==> src/rtl/core/sha1md_pkg.sv <==
// shared types, constants and round functions for the sha-1 digest block
package sha1md_pkg;

  localparam int unsigned WordW      = 32;
  localparam int unsigned NumWords   = 5;
  localparam int unsigned BlkW       = 512;
  localparam int unsigned Rounds     = 80;
  localparam int unsigned RndW       = 7;

  typedef logic [WordW-1:0] word_t;
  typedef logic [NumWords-1:0][WordW-1:0] chain_t;

  localparam chain_t H_INIT = {32'hC3D2E1F0, 32'h10325476, 32'h98BADCFE,
                               32'hEFCDAB89, 32'h67452301};

  localparam logic [3:0][WordW-1:0] K_TAB = {32'hCA62C1D6, 32'h8F1BBCDC,
                                             32'h6ED9EBA1, 32'h5A827999};

  localparam logic [7:0] PAD_BYTE      = 8'h80;
  localparam logic [5:0] FILL_LEN      = 6'd56;
  localparam logic [5:0] FILL_LAST     = 6'd63;
  localparam logic [2:0] LAST_WORD_IDX = 3'd4;

  typedef enum logic [1:0] {
    GRP_CH,
    GRP_PAR1,
    GRP_MAJ,
    GRP_PAR2
  } grp_e;

  typedef enum logic [1:0] {
    S_IDLE,
    S_PAD,
    S_WAIT,
    S_OUT
  } state_e;

  typedef struct packed {
    logic [7:0] msg_byte;
    logic       has_byte;
    logic       end_of_message;
  } sha1md_in_t;

  typedef struct packed {
    logic [31:0] digest_word;
    logic [2:0]  word_index;
    logic        last_word;
  } sha1md_out_t;

  // control from the message sequencer to the compression unit
  typedef struct packed {
    logic       push;
    logic [7:0] push_byte;
    logic       start;
    logic       init;
  } sha1md_ctrl_t;

  function automatic grp_e round_grp(logic [RndW-1:0] rnd);
    grp_e g;
    priority if (rnd < RndW'(20)) g = GRP_CH;
    else if (rnd < RndW'(40))     g = GRP_PAR1;
    else if (rnd < RndW'(60))     g = GRP_MAJ;
    else                          g = GRP_PAR2;
    return g;
  endfunction

  function automatic word_t round_f(grp_e g, word_t b, word_t c, word_t d);
    word_t f;
    unique case (g)
      GRP_CH:  f = (b & c) | (~b & d);
      GRP_MAJ: f = (b & c) | (b & d) | (c & d);
      default: f = b ^ c ^ d;
    endcase
    return f;
  endfunction

endpackage

==> src/rtl/core/sha1md_compress.sv <==
// block window, message schedule and one-round-per-cycle compression unit
module sha1md_compress (
  input  logic                      clk_i,
  input  logic                      rst_ni,
  input  sha1md_pkg::sha1md_ctrl_t  ctrl_i,
  output logic                      busy_o,
  output sha1md_pkg::chain_t        chain_o
);
  import sha1md_pkg::*;

  logic [BlkW-1:0] blk_q, blk_d;
  word_t           a_q, b_q, c_q, d_q, e_q;
  word_t           a_d, b_d, c_d, d_d, e_d;
  logic [RndW-1:0] rnd_q, rnd_d;
  logic            busy_q, busy_d;
  chain_t          chain_q, chain_d;

  word_t w0, w2, w8, w13, w_mix, w_new, t;
  grp_e  grp;

  always_comb begin
    // schedule taps: word k of the 16-word window sits at the top minus k words
    w0    = blk_q[BlkW-1 -: WordW];
    w2    = blk_q[BlkW-1-2*WordW -: WordW];
    w8    = blk_q[BlkW-1-8*WordW -: WordW];
    w13   = blk_q[BlkW-1-13*WordW -: WordW];
    w_mix = w13 ^ w8 ^ w2 ^ w0;
    w_new = {w_mix[WordW-2:0], w_mix[WordW-1]};
    grp   = round_grp(rnd_q);
    t     = {a_q[WordW-6:0], a_q[WordW-1 -: 5]} + round_f(grp, b_q, c_q, d_q)
            + e_q + K_TAB[grp] + w0;
  end

  always_comb begin
    blk_d   = blk_q;
    a_d     = a_q;
    b_d     = b_q;
    c_d     = c_q;
    d_d     = d_q;
    e_d     = e_q;
    rnd_d   = rnd_q;
    busy_d  = busy_q;
    chain_d = chain_q;
    if (ctrl_i.push) begin
      blk_d = {blk_q[BlkW-9:0], ctrl_i.push_byte};
    end
    if (ctrl_i.init) begin
      chain_d = H_INIT;
    end
    priority if (ctrl_i.start) begin
      a_d    = chain_q[0];
      b_d    = chain_q[1];
      c_d    = chain_q[2];
      d_d    = chain_q[3];
      e_d    = chain_q[4];
      rnd_d  = '0;
      busy_d = 1'b1;
    end else if (busy_q && rnd_q == RndW'(Rounds)) begin
      // feed-forward into the chaining words
      chain_d[0] = chain_q[0] + a_q;
      chain_d[1] = chain_q[1] + b_q;
      chain_d[2] = chain_q[2] + c_q;
      chain_d[3] = chain_q[3] + d_q;
      chain_d[4] = chain_q[4] + e_q;
      busy_d     = 1'b0;
    end else if (busy_q) begin
      a_d   = t;
      b_d   = a_q;
      c_d   = {b_q[1:0], b_q[WordW-1:2]};
      d_d   = c_q;
      e_d   = d_q;
      blk_d = {blk_q[BlkW-WordW-1:0], w_new};
      rnd_d = rnd_q + RndW'(1);
    end else begin
      rnd_d = rnd_q;
    end
  end

  always_ff @(posedge clk_i or negedge rst_ni) begin
    if (!rst_ni) begin
      rnd_q   <= '0;
      busy_q  <= 1'b0;
      chain_q <= H_INIT;
    end else begin
      rnd_q   <= rnd_d;
      busy_q  <= busy_d;
      chain_q <= chain_d;
    end
  end

  always_ff @(posedge clk_i) begin
    blk_q <= blk_d;
    a_q   <= a_d;
    b_q   <= b_d;
    c_q   <= c_d;
    d_q   <= d_d;
    e_q   <= e_d;
  end

  assign busy_o  = busy_q;
  assign chain_o = chain_q;

endmodule

==> src/rtl/core/sha1_message_digest.sv <==
// sha-1 digest top level: byte intake, padding sequencer and digest output
// bytes are taken only while idle; each 64th byte stalls input for a compression
// (80 rounds, then feed-forward, on a single round unit)
// end of message: 9 to 72 padding bytes, one or two compressions, then 5 output words
// reset: async active low, chaining words to the initial hash, counts to zero
module sha1_message_digest (
  input  logic                     clk_i,
  input  logic                     rst_ni,
  input  logic                     in_valid_i,
  output logic                     in_stall_o,
  input  sha1md_pkg::sha1md_in_t   in_data_i,
  output logic                     out_valid_o,
  input  logic                     out_stall_i,
  output sha1md_pkg::sha1md_out_t  out_data_o
);
  import sha1md_pkg::*;

  state_e       state_q, state_d;
  state_e       ret_q, ret_d;
  logic [5:0]   fill_q, fill_d;
  logic [60:0]  cnt_q, cnt_d;
  logic         first_q, first_d;
  logic         len_q, len_d;
  logic [2:0]   widx_q, widx_d;
  logic [63:0]  len_bits;
  logic [7:0]   len_byte;
  logic         in_acc, out_acc, wrap;
  logic         cmp_busy;
  sha1md_ctrl_t ctrl;
  chain_t       chain;

  sha1md_compress u_compress (
    .clk_i   (clk_i),
    .rst_ni  (rst_ni),
    .ctrl_i  (ctrl),
    .busy_o  (cmp_busy),
    .chain_o (chain)
  );

  assign in_stall_o  = (state_q != S_IDLE);
  assign out_valid_o = (state_q == S_OUT);
  assign in_acc      = in_valid_i && !in_stall_o;
  assign out_acc     = out_valid_o && !out_stall_i;
  assign wrap        = (fill_q == FILL_LAST);
  assign len_bits    = {cnt_q, 3'b000};
  assign len_byte    = len_bits[{~fill_q[2:0], 3'b000} +: 8];

  always_comb begin
    out_data_o.digest_word = chain[widx_q];
    out_data_o.word_index  = widx_q;
    out_data_o.last_word   = (widx_q == LAST_WORD_IDX);
  end

  // next state
  always_comb begin
    state_d = state_q;
    unique case (state_q)
      S_IDLE: begin
        if (in_acc) begin
          priority if (in_data_i.has_byte && wrap) state_d = S_WAIT;
          else if (in_data_i.end_of_message)       state_d = S_PAD;
          else                                     state_d = S_IDLE;
        end
      end
      S_PAD: begin
        if (wrap) state_d = S_WAIT;
      end
      S_WAIT: begin
        if (!cmp_busy) state_d = ret_q;
      end
      S_OUT: begin
        if (out_acc && widx_q == LAST_WORD_IDX) state_d = S_IDLE;
      end
      default: state_d = S_IDLE;
    endcase
  end

  // datapath control
  always_comb begin
    ctrl    = '0;
    ret_d   = ret_q;
    fill_d  = fill_q;
    cnt_d   = cnt_q;
    first_d = first_q;
    len_d   = len_q;
    widx_d  = widx_q;
    unique case (state_q)
      S_IDLE: begin
        if (in_acc && in_data_i.has_byte) begin
          ctrl.push      = 1'b1;
          ctrl.push_byte = in_data_i.msg_byte;
          ctrl.start     = wrap;
          fill_d         = fill_q + 6'd1;
          cnt_d          = cnt_q + 61'd1;
          ret_d          = in_data_i.end_of_message ? S_PAD : S_IDLE;
        end
      end
      S_PAD: begin
        ctrl.push  = 1'b1;
        ctrl.start = wrap;
        fill_d     = fill_q + 6'd1;
        priority if (first_q) begin
          ctrl.push_byte = PAD_BYTE;
          first_d        = 1'b0;
        end else if (len_q || fill_q == FILL_LEN) begin
          ctrl.push_byte = len_byte;
          len_d          = 1'b1;
        end else begin
          ctrl.push_byte = '0;
        end
        // the length always ends exactly on a block boundary
        ret_d = len_q ? S_OUT : S_PAD;
      end
      S_WAIT: begin
        ret_d = ret_q;
      end
      S_OUT: begin
        if (out_acc) begin
          if (widx_q == LAST_WORD_IDX) begin
            widx_d    = '0;
            ctrl.init = 1'b1;
            cnt_d     = '0;
            first_d   = 1'b1;
            len_d     = 1'b0;
          end else begin
            widx_d = widx_q + 3'd1;
          end
        end
      end
      default: ret_d = ret_q;
    endcase
  end

  always_ff @(posedge clk_i or negedge rst_ni) begin
    if (!rst_ni) begin
      state_q <= S_IDLE;
      ret_q   <= S_IDLE;
      fill_q  <= '0;
      cnt_q   <= '0;
      first_q <= 1'b1;
      len_q   <= 1'b0;
      widx_q  <= '0;
    end else begin
      state_q <= state_d;
      ret_q   <= ret_d;
      fill_q  <= fill_d;
      cnt_q   <= cnt_d;
      first_q <= first_d;
      len_q   <= len_d;
      widx_q  <= widx_d;
    end
  end

`ifndef ASSERT_OFF
  a_no_out_while_busy: assert property (@(posedge clk_i) disable iff (!rst_ni)
    out_valid_o |-> !cmp_busy)
    else $error("digest word shown while compression runs");

  a_start_on_full: assert property (@(posedge clk_i) disable iff (!rst_ni)
    ctrl.start |-> (ctrl.push && fill_q == FILL_LAST))
    else $error("compression started without a full block");

  a_eom_leaves_idle: assert property (@(posedge clk_i) disable iff (!rst_ni)
    (in_acc && in_data_i.end_of_message) |=> (state_q != S_IDLE))
    else $error("end of message did not start padding");

  a_last_word_clears: assert property (@(posedge clk_i) disable iff (!rst_ni)
    (out_acc && out_data_o.last_word) |=> (state_q == S_IDLE && fill_q == '0 && cnt_q == '0))
    else $error("state not cleared after digest");
`endif

endmodule
==> config.mk <==
export PLATFORM = sky130hd
export DESIGN_NAME = sha1_message_digest
export DESIGN_NICKNAME = d
export VERILOG_FILES = /design/src/rtl/core/sha1md_pkg.sv /design/src/rtl/core/sha1md_compress.sv /design/src/rtl/core/sha1_message_digest.sv
export SDC_FILE = /design/constraint.sdc
export NUM_CORES = 2
export LEC_CHECK = 0
export BUFFER_PORTS_ARGS = -buffer_cell sky130_fd_sc_hd__buf_4
export CORE_ASPECT_RATIO = 0.6
export CORE_MARGIN = 4
export CORE_UTILIZATION = 46
export CTS_CLUSTER_SIZE = 8
export DETAILED_ROUTE_END_ITERATION = 7
export GPL_TIMING_DRIVEN = 0
export PLACE_DENSITY = 0.67
export SETUP_SLACK_MARGIN = 0.3
export SLEW_MARGIN = 20
export SYNTH_ARGS = -nofsm -noshare
export SYNTH_HDL_FRONTEND = slang
export SYNTH_SLANG_ARGS = --single-unit
==> constraint.sdc <==
create_clock -name clk_i -period 6.1 [get_ports clk_i]
set_clock_uncertainty 0.05 [all_clocks]
set_input_delay 1.22 -clock clk_i [delete_from_list [all_inputs] [get_ports clk_i]]
set_output_delay 1.22 -clock clk_i [all_outputs]
set_load 0.02 [all_outputs]
==> results.txt <==
outcome - finished, violations left
failing checks - negative setup slack
drt via density - 6.205
period utilisation layout - 1.012
Num CTS Buffers - 132
Max transition margin - 0.1277
WL per Instance - 26.00 um
maximum buffer depth of the clock tree - 3
Final Core Density - 0.5306
Slew @ Worst Pin - 1.308 ns
P&R area growth vs syn - 13.68%
Critical Path Sink Type - register
Mean Syn Cell Area - 8.144 um2
initial DRC count - 7993
Most used DFF post-synth - dfxtp_1
CTS clk-pin slew, worst paths - 0.05 ns
Hold Path Class - input pin to asynchronous set/reset pin
initial core utilization - 0.4668
WL final - 214.7 mm
largest net degree at the start of global routing - 83
syn nets - 6795
number of synthesized flops with an enable pin - 160
Post-Synth Simple-Gate Area - 0.2091
Placed Instances - 8018
Slew Viols, Final - 0
Worst Path Class, Setup - register to register
RSZ-0062 raised after global routing - true
critical path launch point type - register
Seq cells post-synth - 916
WP data arrival - 6.59 ns
commonest non-fill, non-tap cell in the layout - nand2_1
WP data required - 6.52 ns
vias in the first global route - 46.38k
nets - 7024
xor and xnor area share after synthesis - 0.05129
GRT Total Usage - 0.3470
setup tns final - -0.08673 ns
crit path max fanout - 5
via count - 51.23k
Setup WS post-layout - -0.07384 ns
Post-Synth Adder-Cell Area - 0.09468
fmax - 162.0 MHz
worst skew pair latency - 0.78 ns
antenna violations before repair - 12
cell area after synthesis - 52600 um2
sequential area share after synthesis - 0.4042
first-pass GRT wire length - 312.3 mm
IO Pins - 52
die width - 444.5 um
hold_buf cts - 0
Tmin final - 6.174 ns
CTS tree - built
multiplexer share of the synthesized area - 0.02503
combinational family with the most area after synthesis - simple AND/OR/NAND/NOR gates
H-tree levels - 4
DRC errors left - 0
Final Hold Vio Count - 0
die height - 269.9 um
layout cells sized above 1 - 0.07603
root cell of the clock tree - clkbuf_16
Max Cap Violations - 0
core area - 112700 um2
die area - 120000 um2
setup slack after placement - -2.150 ns
HPWL Detailed - 165.5 mm
warnings from Yosys - 0
DRT antenna net count - 0
Setup violations, final - 3
Cell variety after synth - 90
# rows - 95
gr ovfl total - 0
post-synthesis compound-gate area fraction - 0.1690
GPL Wtd Cong - 1.007
drt first pass iters - 8
commonest cells after routing, fill and taps aside - nand2_1 (1597), nor2_1 (705), a31oi_1 (522)
Post-Syn Instances - 6458
I/O Buffers - 51
ys async rst share - 0.2664
clock sink count - 916
final std cells w/o fill - 8256
==> per-layer routing <==
| metal | up-vias | part of all wire | wire, um | GRT usage |
|---|---|---|---|---|
| met5 | - | 0.00059 | 126 | 0.007143 |
| met3 | 292 | 0.18 | 39340 | 0.1768 |
| li1 | 22630 | - | - | - |
| met4 | 6 | 0.019 | 4053 | 0.07895 |
| met1 | 24880 | 0.46 | 98410 | 0.5537 |
| met2 | 3423 | 0.34 | 72740 | 0.3909 |
==> cell type report <==
cell class	instances	area, um2
antenna	6	15.01
timing repair buffer	96	870.8
fill	10670	52890
buffer	372	1603
clock buffer	180	3526
clock inverter	14	254.0
tap	1503	1881
inverter	272	1032
multi-input combinational	4897	29350
sequential	916	21260
==> cell families after synthesis <==
kind of cell               Yosys count
buffers and inverters              645
xor gates and xnor gates           308
AOI/OAI and AO/OA                 1444
and+or+nand+nor                   2707
DFF                                916
muxes                              115
adders and majority gates          323
==> sequential cells by signal, summed over array words and instances (netlist names) <==
name	count
u_compress.d_q	32
u_compress.blk_q	512
u_compress.c_q	32
widx_q	3
cnt_q	61
state_q	2
u_compress.a_q	32
fill_q	6
ret_q	2
u_compress.e_q	32
u_compress.b_q	32
len_q	1
u_compress.chain_o	160
first_q	1
u_compress.rnd_q	7
u_compress.busy_o	1
==> metrics by stage <==
| stage | cell area, um2 | hold slack, ns |
|---|---|---|
| 5_1_grt | 59790 | 0.4279 |
| 4_1_cts | 59530 | 0.3981 |
| 3_3_place_gp | 54860 | 0.4083 |
| 6_report | 59790 | 0.3928 |
| 3_5_place_dp | 55060 | 0.4004 |
| 2_1_floorplan | 52600 | 0.3848 |
==> Yosys cell counts, types with 5 or more instances <==
master    instances  area [um2]
and3_1           34       212.7
xor2_1          178        1559
o21a_1           30       225.2
o21ai_0         287        1436
inv_1           271        1017
mux4_2           13       292.8
a21o_1           65       488.0
dfstp_2          81        2128
nor2_1          711        2669
clkbuf_1        328        1231
o31ai_1          23       172.7
a221o_1           5       50.05
o22ai_1          59       369.1
or3_1            35       219.0
o221a_2          11       123.9
dfxtp_1         512       10250
ha_1            198        2477
nand3_1         127       635.6
fa_1            125        2502
o21bai_1         21       157.7
buf_2            15       75.07
nand2_1        1601        6010
dfrtp_1         163        4079
a21boi_0         10       75.07
nor2b_1          15       93.84
buf_1            28       105.1
o21ai_1          12       60.06
and4_1            5       43.79
nor4_1            9       56.30
nor3_1           77       385.4
xnor2_1         130        1139
nand2b_1         25       156.4
o221ai_1         22       192.7
a211o_1           5       43.79
and2_1            7       43.79
edfxtp_1        160        4805
mux2i_1         100        1001
a211oi_1         26       195.2
a31oi_1         524        3278
nand4_1          25       156.4
o211ai_1         17       127.6
or2_2             7       43.79
a21oi_1         271        1356
==> path summary, 6_finish.rpt <==
check | from | endpoint | slack, ns | depth (start not counted)
min reg2reg | fill_q[5] | fill_q[5] | 0.41 | 1
min in group clk_i | fill_q[5] | fill_q[5] | 0.41 | 1
max reg2reg | u_compress.rnd_q[3] | u_compress.a_q[31] | -0.07 | 25
max in group asynchronous | rst_ni | u_compress.chain_o[31] | 4.11 | 3
min | rst_ni | cnt_q[31] | 0.39 | 1
max | u_compress.rnd_q[3] | u_compress.a_q[31] | -0.07 | 25
==> what timing repair did <==
action / CTS / global route
buffers inserted: 29 / 10
endpoints found under the hold margin: 0 / 0
setup endpoints to repair: 30 / 18
gates resized for setup: 108 / 41
pin swaps: 35 / 34
==> worst max-delay path, cell delays in order, from the launching register on <==
cell and delay, ns:
dfrtp_2 0.44, or2_4 0.29, a211oi_4 0.24, buf_12 0.16
nand2b_4 0.13, buf_12 0.15, clkbuf_16 0.16, clkinvlp_4 0.24
fa_1 0.57, inv_1 0.05, fa_1 0.49, inv_2 0.04
fa_1 0.48, inv_2 0.05, ha_4 0.21, nor2b_4 0.13
o31ai_4 0.35, a31oi_4 0.16, a211o_1 0.37, buf_6 0.15
nand3_4 0.12, a21o_1 0.19, nand4b_1 0.13, a31oi_2 0.22
xnor2_1 0.16, o21ai_1 0.09
Power is left out: the tool's default activity adds up to more than one toggle a clock period on the data nets, which glitch-free logic cannot reach.
